--- config.mk ---
export PLATFORM = sky130hd
export DESIGN_NAME = countdown_event_table
export DESIGN_NICKNAME = d
export VERILOG_FILES = /design/src/hw/rtl/cet_pkg.sv /design/src/hw/rtl/cet_cmd_fifo.sv /design/src/hw/rtl/cet_front.sv /design/src/hw/rtl/cet_back.sv /design/src/hw/rtl/countdown_event_table.sv
export SDC_FILE = /design/constraint.sdc
export NUM_CORES = 1
export LEC_CHECK = 0
export ABC_AREA = 1
export ABC_CLOCK_PERIOD_IN_PS = 5100
export BUFFER_PORTS_ARGS = -buffer_cell sky130_fd_sc_hd__buf_4
export CAP_MARGIN = 0
export CORE_MARGIN = 1
export CORE_UTILIZATION = 64
export DETAILED_ROUTE_END_ITERATION = 16
export PLACE_DENSITY = 0.81
export SLEW_MARGIN = 20
export SYNTH_ARGS = -nofsm -noshare
export SYNTH_HDL_FRONTEND = slang
export SYNTH_HIERARCHICAL = 1
export SYNTH_SLANG_ARGS = --single-unit
export TNS_END_PERCENT = 30
--- constraint.sdc ---
create_clock -name clk -period 5.1 [get_ports clk]
set_clock_uncertainty 0.2 [all_clocks]
set_input_delay 0 -clock clk [delete_from_list [all_inputs] [get_ports clk]]
set_output_delay 0 -clock clk [all_outputs]
set_load 0.01 [all_outputs]
--- src/hw/rtl/cet_pkg.sv ---
// Shared types and constants for the countdown event table.
// No dependencies; imported by every RTL module of the block.
package cet_pkg;

	localparam int SLOTS      = 16;
	localparam int COUNT_BITS = 16;
	localparam int IDX_W      = $clog2(SLOTS);
	localparam int TAG_W      = 16;

	// Request mode codes
	localparam logic [1:0] MODE_ADD    = 2'd0;
	localparam logic [1:0] MODE_CANCEL = 2'd1;
	localparam logic [1:0] MODE_TICK   = 2'd2;
	localparam logic [1:0] MODE_CLEAR  = 2'd3;

	typedef enum logic [1:0] {
		OP_ADD    = 2'd0,
		OP_CANCEL = 2'd1,
		OP_TICK   = 2'd2,
		OP_CLEAR  = 2'd3
	} cet_op_t;

	typedef enum logic [2:0] {
		ST_ADDED     = 3'd0,
		ST_FULL      = 3'd1,
		ST_CANCELLED = 3'd2,
		ST_NOT_FOUND = 3'd3,
		ST_FIRED     = 3'd4,
		ST_CLEARED   = 3'd5
	} cet_status_t;

	typedef struct packed {
		logic [1:0]  mode;
		logic [15:0] delay;
		logic [15:0] tag;
		logic [3:0]  handle;
	} cet_in_t;

	typedef struct packed {
		logic [2:0]  status;
		logic [3:0]  slot;
		logic [15:0] event_tag;
		logic        last;
	} cet_out_t;

	// Classified command passed from front to back
	typedef struct packed {
		cet_op_t               op;
		logic [COUNT_BITS-1:0] delay;
		logic [TAG_W-1:0]      tag;
		logic [3:0]            handle;
		logic                  handle_ok;
	} cet_cmd_t;

endpackage

--- src/hw/rtl/cet_cmd_fifo.sv ---
// Two-entry command queue between the front and back of the event table.
// Depends on cet_pkg for the command type.
module cet_cmd_fifo (
	input  logic              clk,
	input  logic              arst_n,
	input  logic              push,
	input  cet_pkg::cet_cmd_t push_cmd,
	output logic              full,
	input  logic              pop,
	output logic              empty,
	output cet_pkg::cet_cmd_t head
);
	import cet_pkg::*;

	cet_cmd_t   mem_q [2];
	logic       wr_ptr_q;
	logic       rd_ptr_q;
	logic [1:0] cnt_q;

	assign full  = (cnt_q == 2'd2);
	assign empty = (cnt_q == 2'd0);
	assign head  = mem_q[rd_ptr_q];

	// Pointers and fill count
	always_ff @(posedge clk or negedge arst_n) begin
		if (!arst_n) begin
			wr_ptr_q <= 1'b0;
			rd_ptr_q <= 1'b0;
			cnt_q    <= 2'd0;
		end else begin
			if (push)
				wr_ptr_q <= ~wr_ptr_q;
			if (pop)
				rd_ptr_q <= ~rd_ptr_q;
			if (push && !pop)
				cnt_q <= cnt_q + 2'd1;
			else if (pop && !push)
				cnt_q <= cnt_q - 2'd1;
		end
	end

	// Entry storage
	always_ff @(posedge clk) begin
		if (push)
			mem_q[wr_ptr_q] <= push_cmd;
	end

endmodule

--- src/hw/rtl/cet_front.sv ---
// Request front end: takes request transfers and classifies them into commands.
// Depends on cet_pkg; feeds cet_cmd_fifo.
module cet_front (
	input  logic              req_valid,
	output logic              req_ready,
	input  cet_pkg::cet_in_t  req,
	input  logic              fifo_full,
	output logic              push,
	output cet_pkg::cet_cmd_t push_cmd
);
	import cet_pkg::*;

	assign req_ready = !fifo_full;
	assign push      = req_valid && req_ready;

	// Decode mode, trim delay to the counter width, range-check the handle
	always_comb begin
		push_cmd.delay     = req.delay[COUNT_BITS-1:0];
		push_cmd.tag       = req.tag;
		push_cmd.handle    = req.handle;
		push_cmd.handle_ok = (int'(req.handle) < SLOTS);
		unique case (req.mode)
			MODE_ADD:    push_cmd.op = OP_ADD;
			MODE_CANCEL: push_cmd.op = OP_CANCEL;
			MODE_TICK:   push_cmd.op = OP_TICK;
			MODE_CLEAR:  push_cmd.op = OP_CLEAR;
			default:     push_cmd.op = OP_CLEAR;
		endcase
	end

endmodule

--- src/hw/rtl/cet_back.sv ---
// Event table back end: slot storage, command execution, fired-event scan
// and the response register. Depends on cet_pkg.
module cet_back (
	input  logic              clk,
	input  logic              arst_n,
	input  logic              cmd_valid,
	input  cet_pkg::cet_cmd_t cmd,
	output logic              pop,
	output logic              rsp_valid,
	input  logic              rsp_ready,
	output cet_pkg::cet_out_t rsp
);
	import cet_pkg::*;

	typedef enum logic [1:0] {
		BK_IDLE = 2'b01,
		BK_SCAN = 2'b10
	} bk_state_t;

	bk_state_t             state_q;
	logic [SLOTS-1:0]      live_q;
	logic [SLOTS-1:0]      fire_q;
	logic [IDX_W-1:0]      scan_rank_q;
	logic [COUNT_BITS-1:0] ticks_q [SLOTS];
	logic [TAG_W-1:0]      tag_q   [SLOTS];
	logic [IDX_W-1:0]      rank_q  [SLOTS];
	logic                  out_valid_q;
	cet_out_t              out_q;

	logic             table_full;
	logic [IDX_W-1:0] free_idx;
	logic [SLOTS-1:0] match_vec;
	logic [IDX_W-1:0] match_idx;
	logic             any_match;
	logic             scan_last;
	logic [IDX_W-1:0] hidx;
	logic             hnd_live;
	logic [IDX_W-1:0] rd_idx;
	logic [TAG_W-1:0] rd_tag;
	logic [SLOTS-1:0] tick_fire;
	logic             out_free;
	logic             emit_scan;
	logic             add_en;
	logic             tick_en;
	logic             rel_en;
	logic [IDX_W-1:0] rel_idx;
	logic [IDX_W-1:0] rel_rank;
	logic             res_load;
	cet_out_t         res_d;

	assign out_free = !out_valid_q || rsp_ready;
	assign pop = (state_q == BK_IDLE) && cmd_valid && (out_free || cmd.op == OP_TICK);

	// Lowest free slot
	always_comb begin
		free_idx = '0;
		for (int i = SLOTS - 1; i >= 0; i--)
			if (!live_q[i])
				free_idx = IDX_W'(i);
	end
	assign table_full = &live_q;

	// Fired slot holding the current scan rank (at most one matches)
	always_comb begin
		match_idx = '0;
		for (int i = 0; i < SLOTS; i++) begin
			match_vec[i] = fire_q[i] && (rank_q[i] == scan_rank_q);
			if (match_vec[i])
				match_idx = IDX_W'(i);
		end
	end
	assign any_match = |match_vec;
	assign scan_last = ((fire_q & ~match_vec) == '0);

	// Slots that reach zero on this tick
	always_comb begin
		for (int i = 0; i < SLOTS; i++)
			tick_fire[i] = live_q[i] && (ticks_q[i] == COUNT_BITS'(1));
	end

	assign hidx     = cmd.handle[IDX_W-1:0];
	assign hnd_live = cmd.handle_ok && live_q[hidx];

	// Single tag read port
	assign rd_idx = (state_q == BK_SCAN) ? match_idx : hidx;
	assign rd_tag = tag_q[rd_idx];

	assign emit_scan = (state_q == BK_SCAN) && any_match && out_free;
	assign add_en    = pop && (cmd.op == OP_ADD) && !table_full;
	assign tick_en   = pop && (cmd.op == OP_TICK);

	// Slot release: cancel of a live slot or a fired slot leaving the scan
	always_comb begin
		rel_en   = 1'b0;
		rel_idx  = hidx;
		rel_rank = rank_q[hidx];
		if (emit_scan) begin
			rel_en   = 1'b1;
			rel_idx  = match_idx;
			rel_rank = scan_rank_q;
		end else if (pop && cmd.op == OP_CANCEL && hnd_live) begin
			rel_en = 1'b1;
		end
	end

	// Next response
	always_comb begin
		res_load        = 1'b0;
		res_d.status    = ST_CLEARED;
		res_d.slot      = '0;
		res_d.event_tag = '0;
		res_d.last      = 1'b1;
		if (emit_scan) begin
			res_load        = 1'b1;
			res_d.status    = ST_FIRED;
			res_d.slot      = 4'(match_idx);
			res_d.event_tag = rd_tag;
			res_d.last      = scan_last;
		end else if (pop) begin
			unique case (cmd.op)
				OP_ADD: begin
					res_load = 1'b1;
					if (table_full) begin
						res_d.status = ST_FULL;
					end else begin
						res_d.status    = ST_ADDED;
						res_d.slot      = 4'(free_idx);
						res_d.event_tag = cmd.tag;
					end
				end
				OP_CANCEL: begin
					res_load   = 1'b1;
					res_d.slot = cmd.handle;
					if (hnd_live) begin
						res_d.status    = ST_CANCELLED;
						res_d.event_tag = rd_tag;
					end else begin
						res_d.status = ST_NOT_FOUND;
					end
				end
				OP_TICK:  res_load = 1'b0;
				OP_CLEAR: res_load = 1'b1;
				default:  res_load = 1'b0;
			endcase
		end
	end

	// Control state: sequencer, live bits, fired set, response valid
	always_ff @(posedge clk or negedge arst_n) begin
		if (!arst_n) begin
			state_q     <= BK_IDLE;
			live_q      <= '0;
			fire_q      <= '0;
			scan_rank_q <= '0;
			out_valid_q <= 1'b0;
		end else begin
			if (res_load)
				out_valid_q <= 1'b1;
			else if (rsp_ready)
				out_valid_q <= 1'b0;
			if (add_en)
				live_q[free_idx] <= 1'b1;
			if (rel_en)
				live_q[rel_idx] <= 1'b0;
			unique case (state_q)
				BK_IDLE: begin
					if (pop && cmd.op == OP_CLEAR)
						live_q <= '0;
					if (tick_en) begin
						fire_q      <= tick_fire;
						scan_rank_q <= '0;
						if (|tick_fire)
							state_q <= BK_SCAN;
					end
				end
				BK_SCAN: begin
					if (emit_scan) begin
						fire_q[match_idx] <= 1'b0;
						if (scan_last)
							state_q <= BK_IDLE;
					end else if (!any_match) begin
						scan_rank_q <= scan_rank_q + IDX_W'(1);
					end
				end
				default: state_q <= BK_IDLE;
			endcase
		end
	end

	// Slot payload: counters, tags, recency ranks
	always_ff @(posedge clk) begin
		for (int i = 0; i < SLOTS; i++) begin
			if (add_en) begin
				if (live_q[i])
					rank_q[i] <= rank_q[i] + IDX_W'(1);
				if (IDX_W'(i) == free_idx) begin
					rank_q[i]  <= '0;
					ticks_q[i] <= cmd.delay;
					tag_q[i]   <= cmd.tag;
				end
			end
			if (rel_en && live_q[i] && rank_q[i] > rel_rank)
				rank_q[i] <= rank_q[i] - IDX_W'(1);
			if (tick_en && live_q[i])
				ticks_q[i] <= ticks_q[i] - COUNT_BITS'(1);
		end
	end

	// Response register
	always_ff @(posedge clk) begin
		if (res_load)
			out_q <= res_d;
	end

	assign rsp_valid = out_valid_q;
	assign rsp       = out_q;

endmodule

--- src/hw/rtl/countdown_event_table.sv ---
// Countdown event table: a 16-slot table of pending countdown events.
// Requests arrive on req (valid/ready); results leave on rsp (valid/ready).
// Modes: add (result: added with slot and tag, or table full), cancel by
// handle (cancelled with tag, or not found), tick (one fired result per
// event that reaches zero, newest event first, none if nothing fires) and
// clear (one cleared result). The last flag marks the final result of a
// request; a tick that fires nothing gives no result at all.
// Requests enter a two-entry command queue; the back end drains it.
// An add, cancel or clear result passes through the command queue and the
// response register. A tick first counts down every live event at once, then
// scans over recency ranks, one rank or one fired event per cycle, a fired
// event only while the receiver takes results; no new command is taken meanwhile.
// Reset empties the table and the queue; no clearing pass is needed.
// When the receiver stalls, the result is held in the response register,
// the back end takes only ticks, and req_ready drops once the queue fills.
// Depends on cet_pkg, cet_front, cet_cmd_fifo and cet_back.
module countdown_event_table (
	input  logic              clk,
	input  logic              arst_n,
	input  logic              req_valid,
	output logic              req_ready,
	input  cet_pkg::cet_in_t  req,
	output logic              rsp_valid,
	input  logic              rsp_ready,
	output cet_pkg::cet_out_t rsp
);
	import cet_pkg::*;

	logic     push;
	cet_cmd_t push_cmd;
	logic     fifo_full;
	logic     fifo_empty;
	logic     pop;
	cet_cmd_t head;

	cet_front u_front (
		.req_valid (req_valid),
		.req_ready (req_ready),
		.req       (req),
		.fifo_full (fifo_full),
		.push      (push),
		.push_cmd  (push_cmd)
	);

	cet_cmd_fifo u_fifo (
		.clk      (clk),
		.arst_n   (arst_n),
		.push     (push),
		.push_cmd (push_cmd),
		.full     (fifo_full),
		.pop      (pop),
		.empty    (fifo_empty),
		.head     (head)
	);

	cet_back u_back (
		.clk       (clk),
		.arst_n    (arst_n),
		.cmd_valid (!fifo_empty),
		.cmd       (head),
		.pop       (pop),
		.rsp_valid (rsp_valid),
		.rsp_ready (rsp_ready),
		.rsp       (rsp)
	);

endmodule

# Yosys cells after proc, flatten, opt, wreduce, memory -nomap -nowiden
# Memory sizes are Yosys's and may differ from the RTL's.
# Index checks and enable logic that the tools add are counted.
# word_totals
ff_bits,67
ram_bits,652
out_inout_bits,26
word_cells,677
n_memories,4
# op_classes
n_addsub,51
order_cmp,23
n_eq_ne,62
n_mux,330
n_bitwise,58
n_reduce_logical,136
# mem_list
memory,depth,word_bits,read_ports,rd_ports_with_merged_regs,write_ports,line_no,text
u_back.tag_q,16,16,1,0,1,cet_back.sv:25,logic [TAG_W-1:0] tag_q [SLOTS];
u_back.ticks_q,16,16,16,0,16,cet_back.sv:24,logic [COUNT_BITS-1:0] ticks_q [SLOTS];
u_fifo.mem_q,2,38,1,0,1,cet_cmd_fifo.sv:15,cet_cmd_t mem_q [2];
u_back.rank_q,16,4,17,0,16,cet_back.sv:26,logic [IDX_W-1:0] rank_q [SLOTS];
# ops
operator,n
$mux W16,38
$mux W4,77
$reduce_or A16 Y1,17
$eq A16 B1 Y1 const B,16
$sub A16 B1 Y16 const B,16
$mux W1,190
$logic_and A1 B1 Y1,96
$add A4 B1 Y4 const B,17
$eq A4 B4 Y1,16
$gt A4 B4 Y1,16
$sub A4 B1 Y4 const B,16
$and A16 B16 Y16,3
$not A16 Y16,3
$or A1 B1 Y1,48
$pmux W23 S2,1
$mux W20,2
$eq A4 B4 Y1 const A,8
$pmux W16 S2,1
$mux W21,1
$lt A4 B5 Y1 const B,4
$eq A3 B4 Y1 const A,4
$logic_not A16 Y1,1
$mux W2,8
$or A16 B16 Y16,1
other kinds (28),60

# Depth between registers and ports, before layout
# depth
depth_word,36
ltp_mapped,30

# By module
# The synthesis kept the hierarchy.
# by_module_without_submodules
mod,instances,cells_each,area_each_um2
cet_back,1,3927,36201.0
cet_cmd_fifo,1,146,3032.9
cet_front,1,43,302.8
countdown_event_table,1,1,3.8

# Least setup slack after synthesis
# No wires, ideal clock.
# synth_path
path_type,register to register
startpoint,reg u_back.scan_rank_q[0]
endpoint,mem u_back/rank_q[5][0] (netlist bit) (enable)
setup_ns,0.361
arrival_ns,4.010
required_ns,4.539
path_slack_ns,0.529
stages_incl_launch_ff,24
path_buffers,3
synth_period_minus_slack_ns,4.571
cell_sequence,dfrtp_1 -> buf_6 -> buf_6 -> xnor2_1 -> nand4_1 -> or2_1 -> nand2_1 -> o21ai_1 -> nand2_2 -> nor3_2 -> nor2_2 -> inv_2 -> nor2_8 -> inv_4 -> buf_2 -> o21ai_0 -> ha_1 -> nand2_1 -> o21ai_0 -> nor2_1 -> nand2_1 -> nand2_1 -> inv_1 -> o21ai_0
# synth_lines
element,line_no,text
start: declaration,cet_back.sv:23,logic [IDX_W-1:0] scan_rank_q;
start signal: assignment,cet_back.sv:182,scan_rank_q <= scan_rank_q + IDX_W'(1);
end: declaration,cet_back.sv:26,

==> impl_metrics.py <==
metrics = {
    "status": {
        "outcome": "finished, final reports clean",
    },
    "worst_hold_path": {
        "hp-class": "input pin to register",
    },
    "clock_tree": {
        "clk_latency_ps": 640,
        "clockBufferDepth": 3,
        "root_buffer": "clkbuf_16",
        "htreeDepth": 3,
        "cts_buffers": 76,
        "clk_pin_slew_ps": 60,
        "cts_num_sinks": 721,
        "cts_tree": "yes",
    },
    "power": {
        "pwr-share-comb_pct": 35.0,
        "p_leak_nw": 16.7,
        "powerDensity_nw_per_um2": 469,
        "pwr-share-clk_pct": 26.2,
        "vdd_ir_drop_max_v": 0.000411,
        "switching_share_pct": 37.0,
        "seqPwrFrac_pct": 38.8,
        "intPower_mw": 13.0,
        "power.switching_mw": 7.62,
    },
    "sta": {
        "clock.fmax_ghz": 0.202,
        "setup_viol": 0,
        "tightest_slew_ps": 1180,
        "hold_ws_ps": 164,
        "setup_tns_ps": 0,
        "setup_ws_ps": 144,
        "rsz0062_at_grt": "false",
        "drv_slew": 0,
        "finalHoldViolations": 0,
        "fin_crit_sh_pct": 97.2,
        "min_period_ps": 4960,
        "slew-limit-headroom_pct": 21.0,
    },
    "grt": {
        "grt.overflow.total": 0,
        "grt.total_usage_pct": 35.5,
        "antenna_found_initial": 5,
        "grt_pass1_vias": 30400,
        "grt_max_degree": 119,
        "grt_pass1_wl_mm": 171,
    },
    "synth": {
        "synth-seq-cells": 721,
        "synthFlopType": "edfxtp_1",
        "yosysWarningCount": 6,
        "synthTopCellsByCount": "nand2_1, edfxtp_1, nand3_1",
        "synth_top_area_share_pct": 51.5,
        "avgSynthCellArea_um2": 9.60,
        "synth_most_common_cell": "nand2_1",
        "seq_area_frac_synth_pct": 54.2,
        "synth_area_um2": 39500,
        "synth_cell_type_count": 64,
        "yosysTopAreaCell": "edfxtp_1",
        "syn_nets": 4289,
        "synth.area.top_cells": "edfxtp_1, nand2_1, nand3_1",
        "synth_edf_count": 678,
        "netlist_instances": 4117,
        "async_flop_share_pct": 5.96,
    },
    "floorplan": {
        "rows": 90,
        "start_util_pct": 65.1,
        "ios": 68,
        "coreArea_um2": 60700,
        "die_x_um": 251,
        "die-area_um2": 62800,
        "die_y_um": 251,
    },
    "setup_path": {
        "cpMostUsedCell": "inv_1",
        "crit_path_top_delay_cell": "nor2_2",
        "path_cells": "mux2_2, nor2_1, inv_1, a21oi_1, inv_1, nor2_2, inv_1, nor3_1, nand2_1, nand2_1",
        "cp-end-kind": "register",
        "critPathMaxStageDelay_ps": 910,
        "arrival_ps": 5030,
        "crit_required_ps": 5170,
        "start_kind": "register",
        "crit_family": "simple AND/OR/NAND/NOR gates",
        "path_class": "register to register",
        "cp.buffers_inverters": 3,
        "path_max_fanout": 19,
    },
    "route": {
        "wl_mm": 113,
        "via_per_inst": 6.30,
        "postRouteAntennaNets": 0,
        "vias": 31800,
        "drt-pass1-iter-count": 7,
        "drc": 0,
        "drtIter0Drc": 4130,
        "avgRoutedWirePerCell_um": 22.3,
    },
    "cells_and_area": {
        "fin_area_um2": 43900,
        "drive_gt1_share_pct": 9.59,
        "n_fill_cell": 4118,
        "areaGrowthSynthToFinish_pct": 11.0,
        "stdcell_count": 5053,
        "layout.nets": 4379,
    },
    "place": {
        "io_buffers": 67,
        "placed_cells": 4830,
        "place_congestion": 1.01,
        "dpl_cell_area_um2": 40600,
        "dp_slack_ps": 311,
        "dpl.hpwl_mm": 70.0,
    },
    "run": {
        "maxCapViolations": 0,
    },
}
## state kept, by name, indices dropped and copies added, names as in the netlist, 2 cells and up
signal and cells:
u_back/fire_q 16, u_back/live_q 16, u_back/rank_q 64, u_back/rsp 24, u_back/scan_rank_q 4, u_back/state_q 2, u_back/tag_q 256, u_back/ticks_q 256
u_fifo/cnt_q 2, u_fifo/mem_q 78
## metal layers
| metal | part of all wire, % | global-route usage (%) | routed length (µm) | vias up |
|---|---|---|---|---|
| li1 | - | - | - | 14400 |
| met1 | 37 | 45.3 | 41500 | 14900 |
| met2 | 46 | 57.0 | 51900 | 2026 |
| met3 | 11 | 7.45 | 12400 | 465 |
| met4 | 6.1 | 19.7 | 6850 | 4 |
| met5 | 0.024 | 0 | 27 | - |
## metrics by stage
stage	power (mW)	util, %
finish	20.6	72.3
floorplan	12.6	-
global route	21.4	72.3
CTS	20.3	72.3
global placement	14.7	66.9
detailed placement	14.9	66.9
## path summary, 6_finish.rpt
check / endpoint / start / slack (ps) / depth (start not counted)
hold reg to reg: u_fifo/cnt_q[1] / u_fifo/cnt_q[1] / 300 / 2
hold / removal: u_fifo/wr_ptr_q / req_valid / 160 / 5
setup reg to reg: u_back/ticks_q[1][36] / u_fifo/rd_ptr_q / 140 / 10
setup / recovery: u_back/ticks_q[1][36] / u_fifo/rd_ptr_q / 140 / 10
max in group asynchronous: u_fifo/rd_ptr_q / arst_n / 4150 / 4
min in group asynchronous: u_back/state_q[0] / arst_n / 280 / 3
## placed cells by master (no fill, tap or decap), types with 14 or more instances in the layout
cell type	instances
a21oi_1	100
a31oi_1	69
buf_4	149
clkbuf_16	77
clkinv_1	21
clkinv_2	14
dfrtp_1	38
dlygate4sd3_1	80
edfxtp_1	678
ha_1	130
inv_1	365
mux2_2	39
nand2_1	678
nand3_1	506
nand4_1	29
nor2_1	361
nor2_2	26
nor3_1	73
nor4_1	23
o211ai_1	24
o21ai_0	319
o22ai_1	27
or2_2	27
xnor2_1	143
xor2_1	116
## power by group through the flow
stage	Combinational (mW)	Sequential, mW	Clock [mW]
final	7.19	7.99	5.39
after global routing	7.78	8.02	5.64
after CTS	6.97	7.96	5.40
after detailed placement	6.86	8.08	0
after global placement	6.61	8.06	0
after floorplan	4.55	8.02	0
## repair_timing
action	CTS	global route
endpoints found under the hold margin	166	0
setup buffers	0	0
hold buffers	81	0
gates resized for setup	0	3
setup endpoints to repair	0	32
## layout make-up
| type | instances | area, µm² | area share [%] |
|---|---|---|---|
| Tap cell | 782 | 978 | 2.23 |
| Sequential cell | 721 | 21400 | 48.9 |
| Inverter | 381 | 1430 | 3.27 |
| Clock inverter | 47 | 403 | 0.918 |
| Clock buffer | 91 | 2000 | 4.56 |
| Timing Repair Buffer | 233 | 2010 | 4.57 |
| Antenna cell | 4 | 10.0 | 0.0228 |
| Multi-Input combinational cell | 2794 | 15600 | 35.6 |
## worst min-delay path, delay by kind of cell
family	cells	cell delay [ps]
AND/OR/NAND/NOR	1	70
buffers and inverters	3	730
XOR/XNOR	1	140
## cells by family (layout without fill, tap and decap cells)
group / after synthesis / after routing / synth area share, %
compound gates: 604 / 604 / 8.71
xor+xnor: 259 / 259 / 5.74
fa+ha+maj: 130 / 130 / 4.11
buf+inv: 602 / 752 / 6.60
flops: 721 / 721 / 54.2
mux: 39 / 39 / 1.11
other cells: 1 / 5 / 0.00948
simple gates: 1761 / 1761 / 19.5
Power figures use the tool's default switching activity.
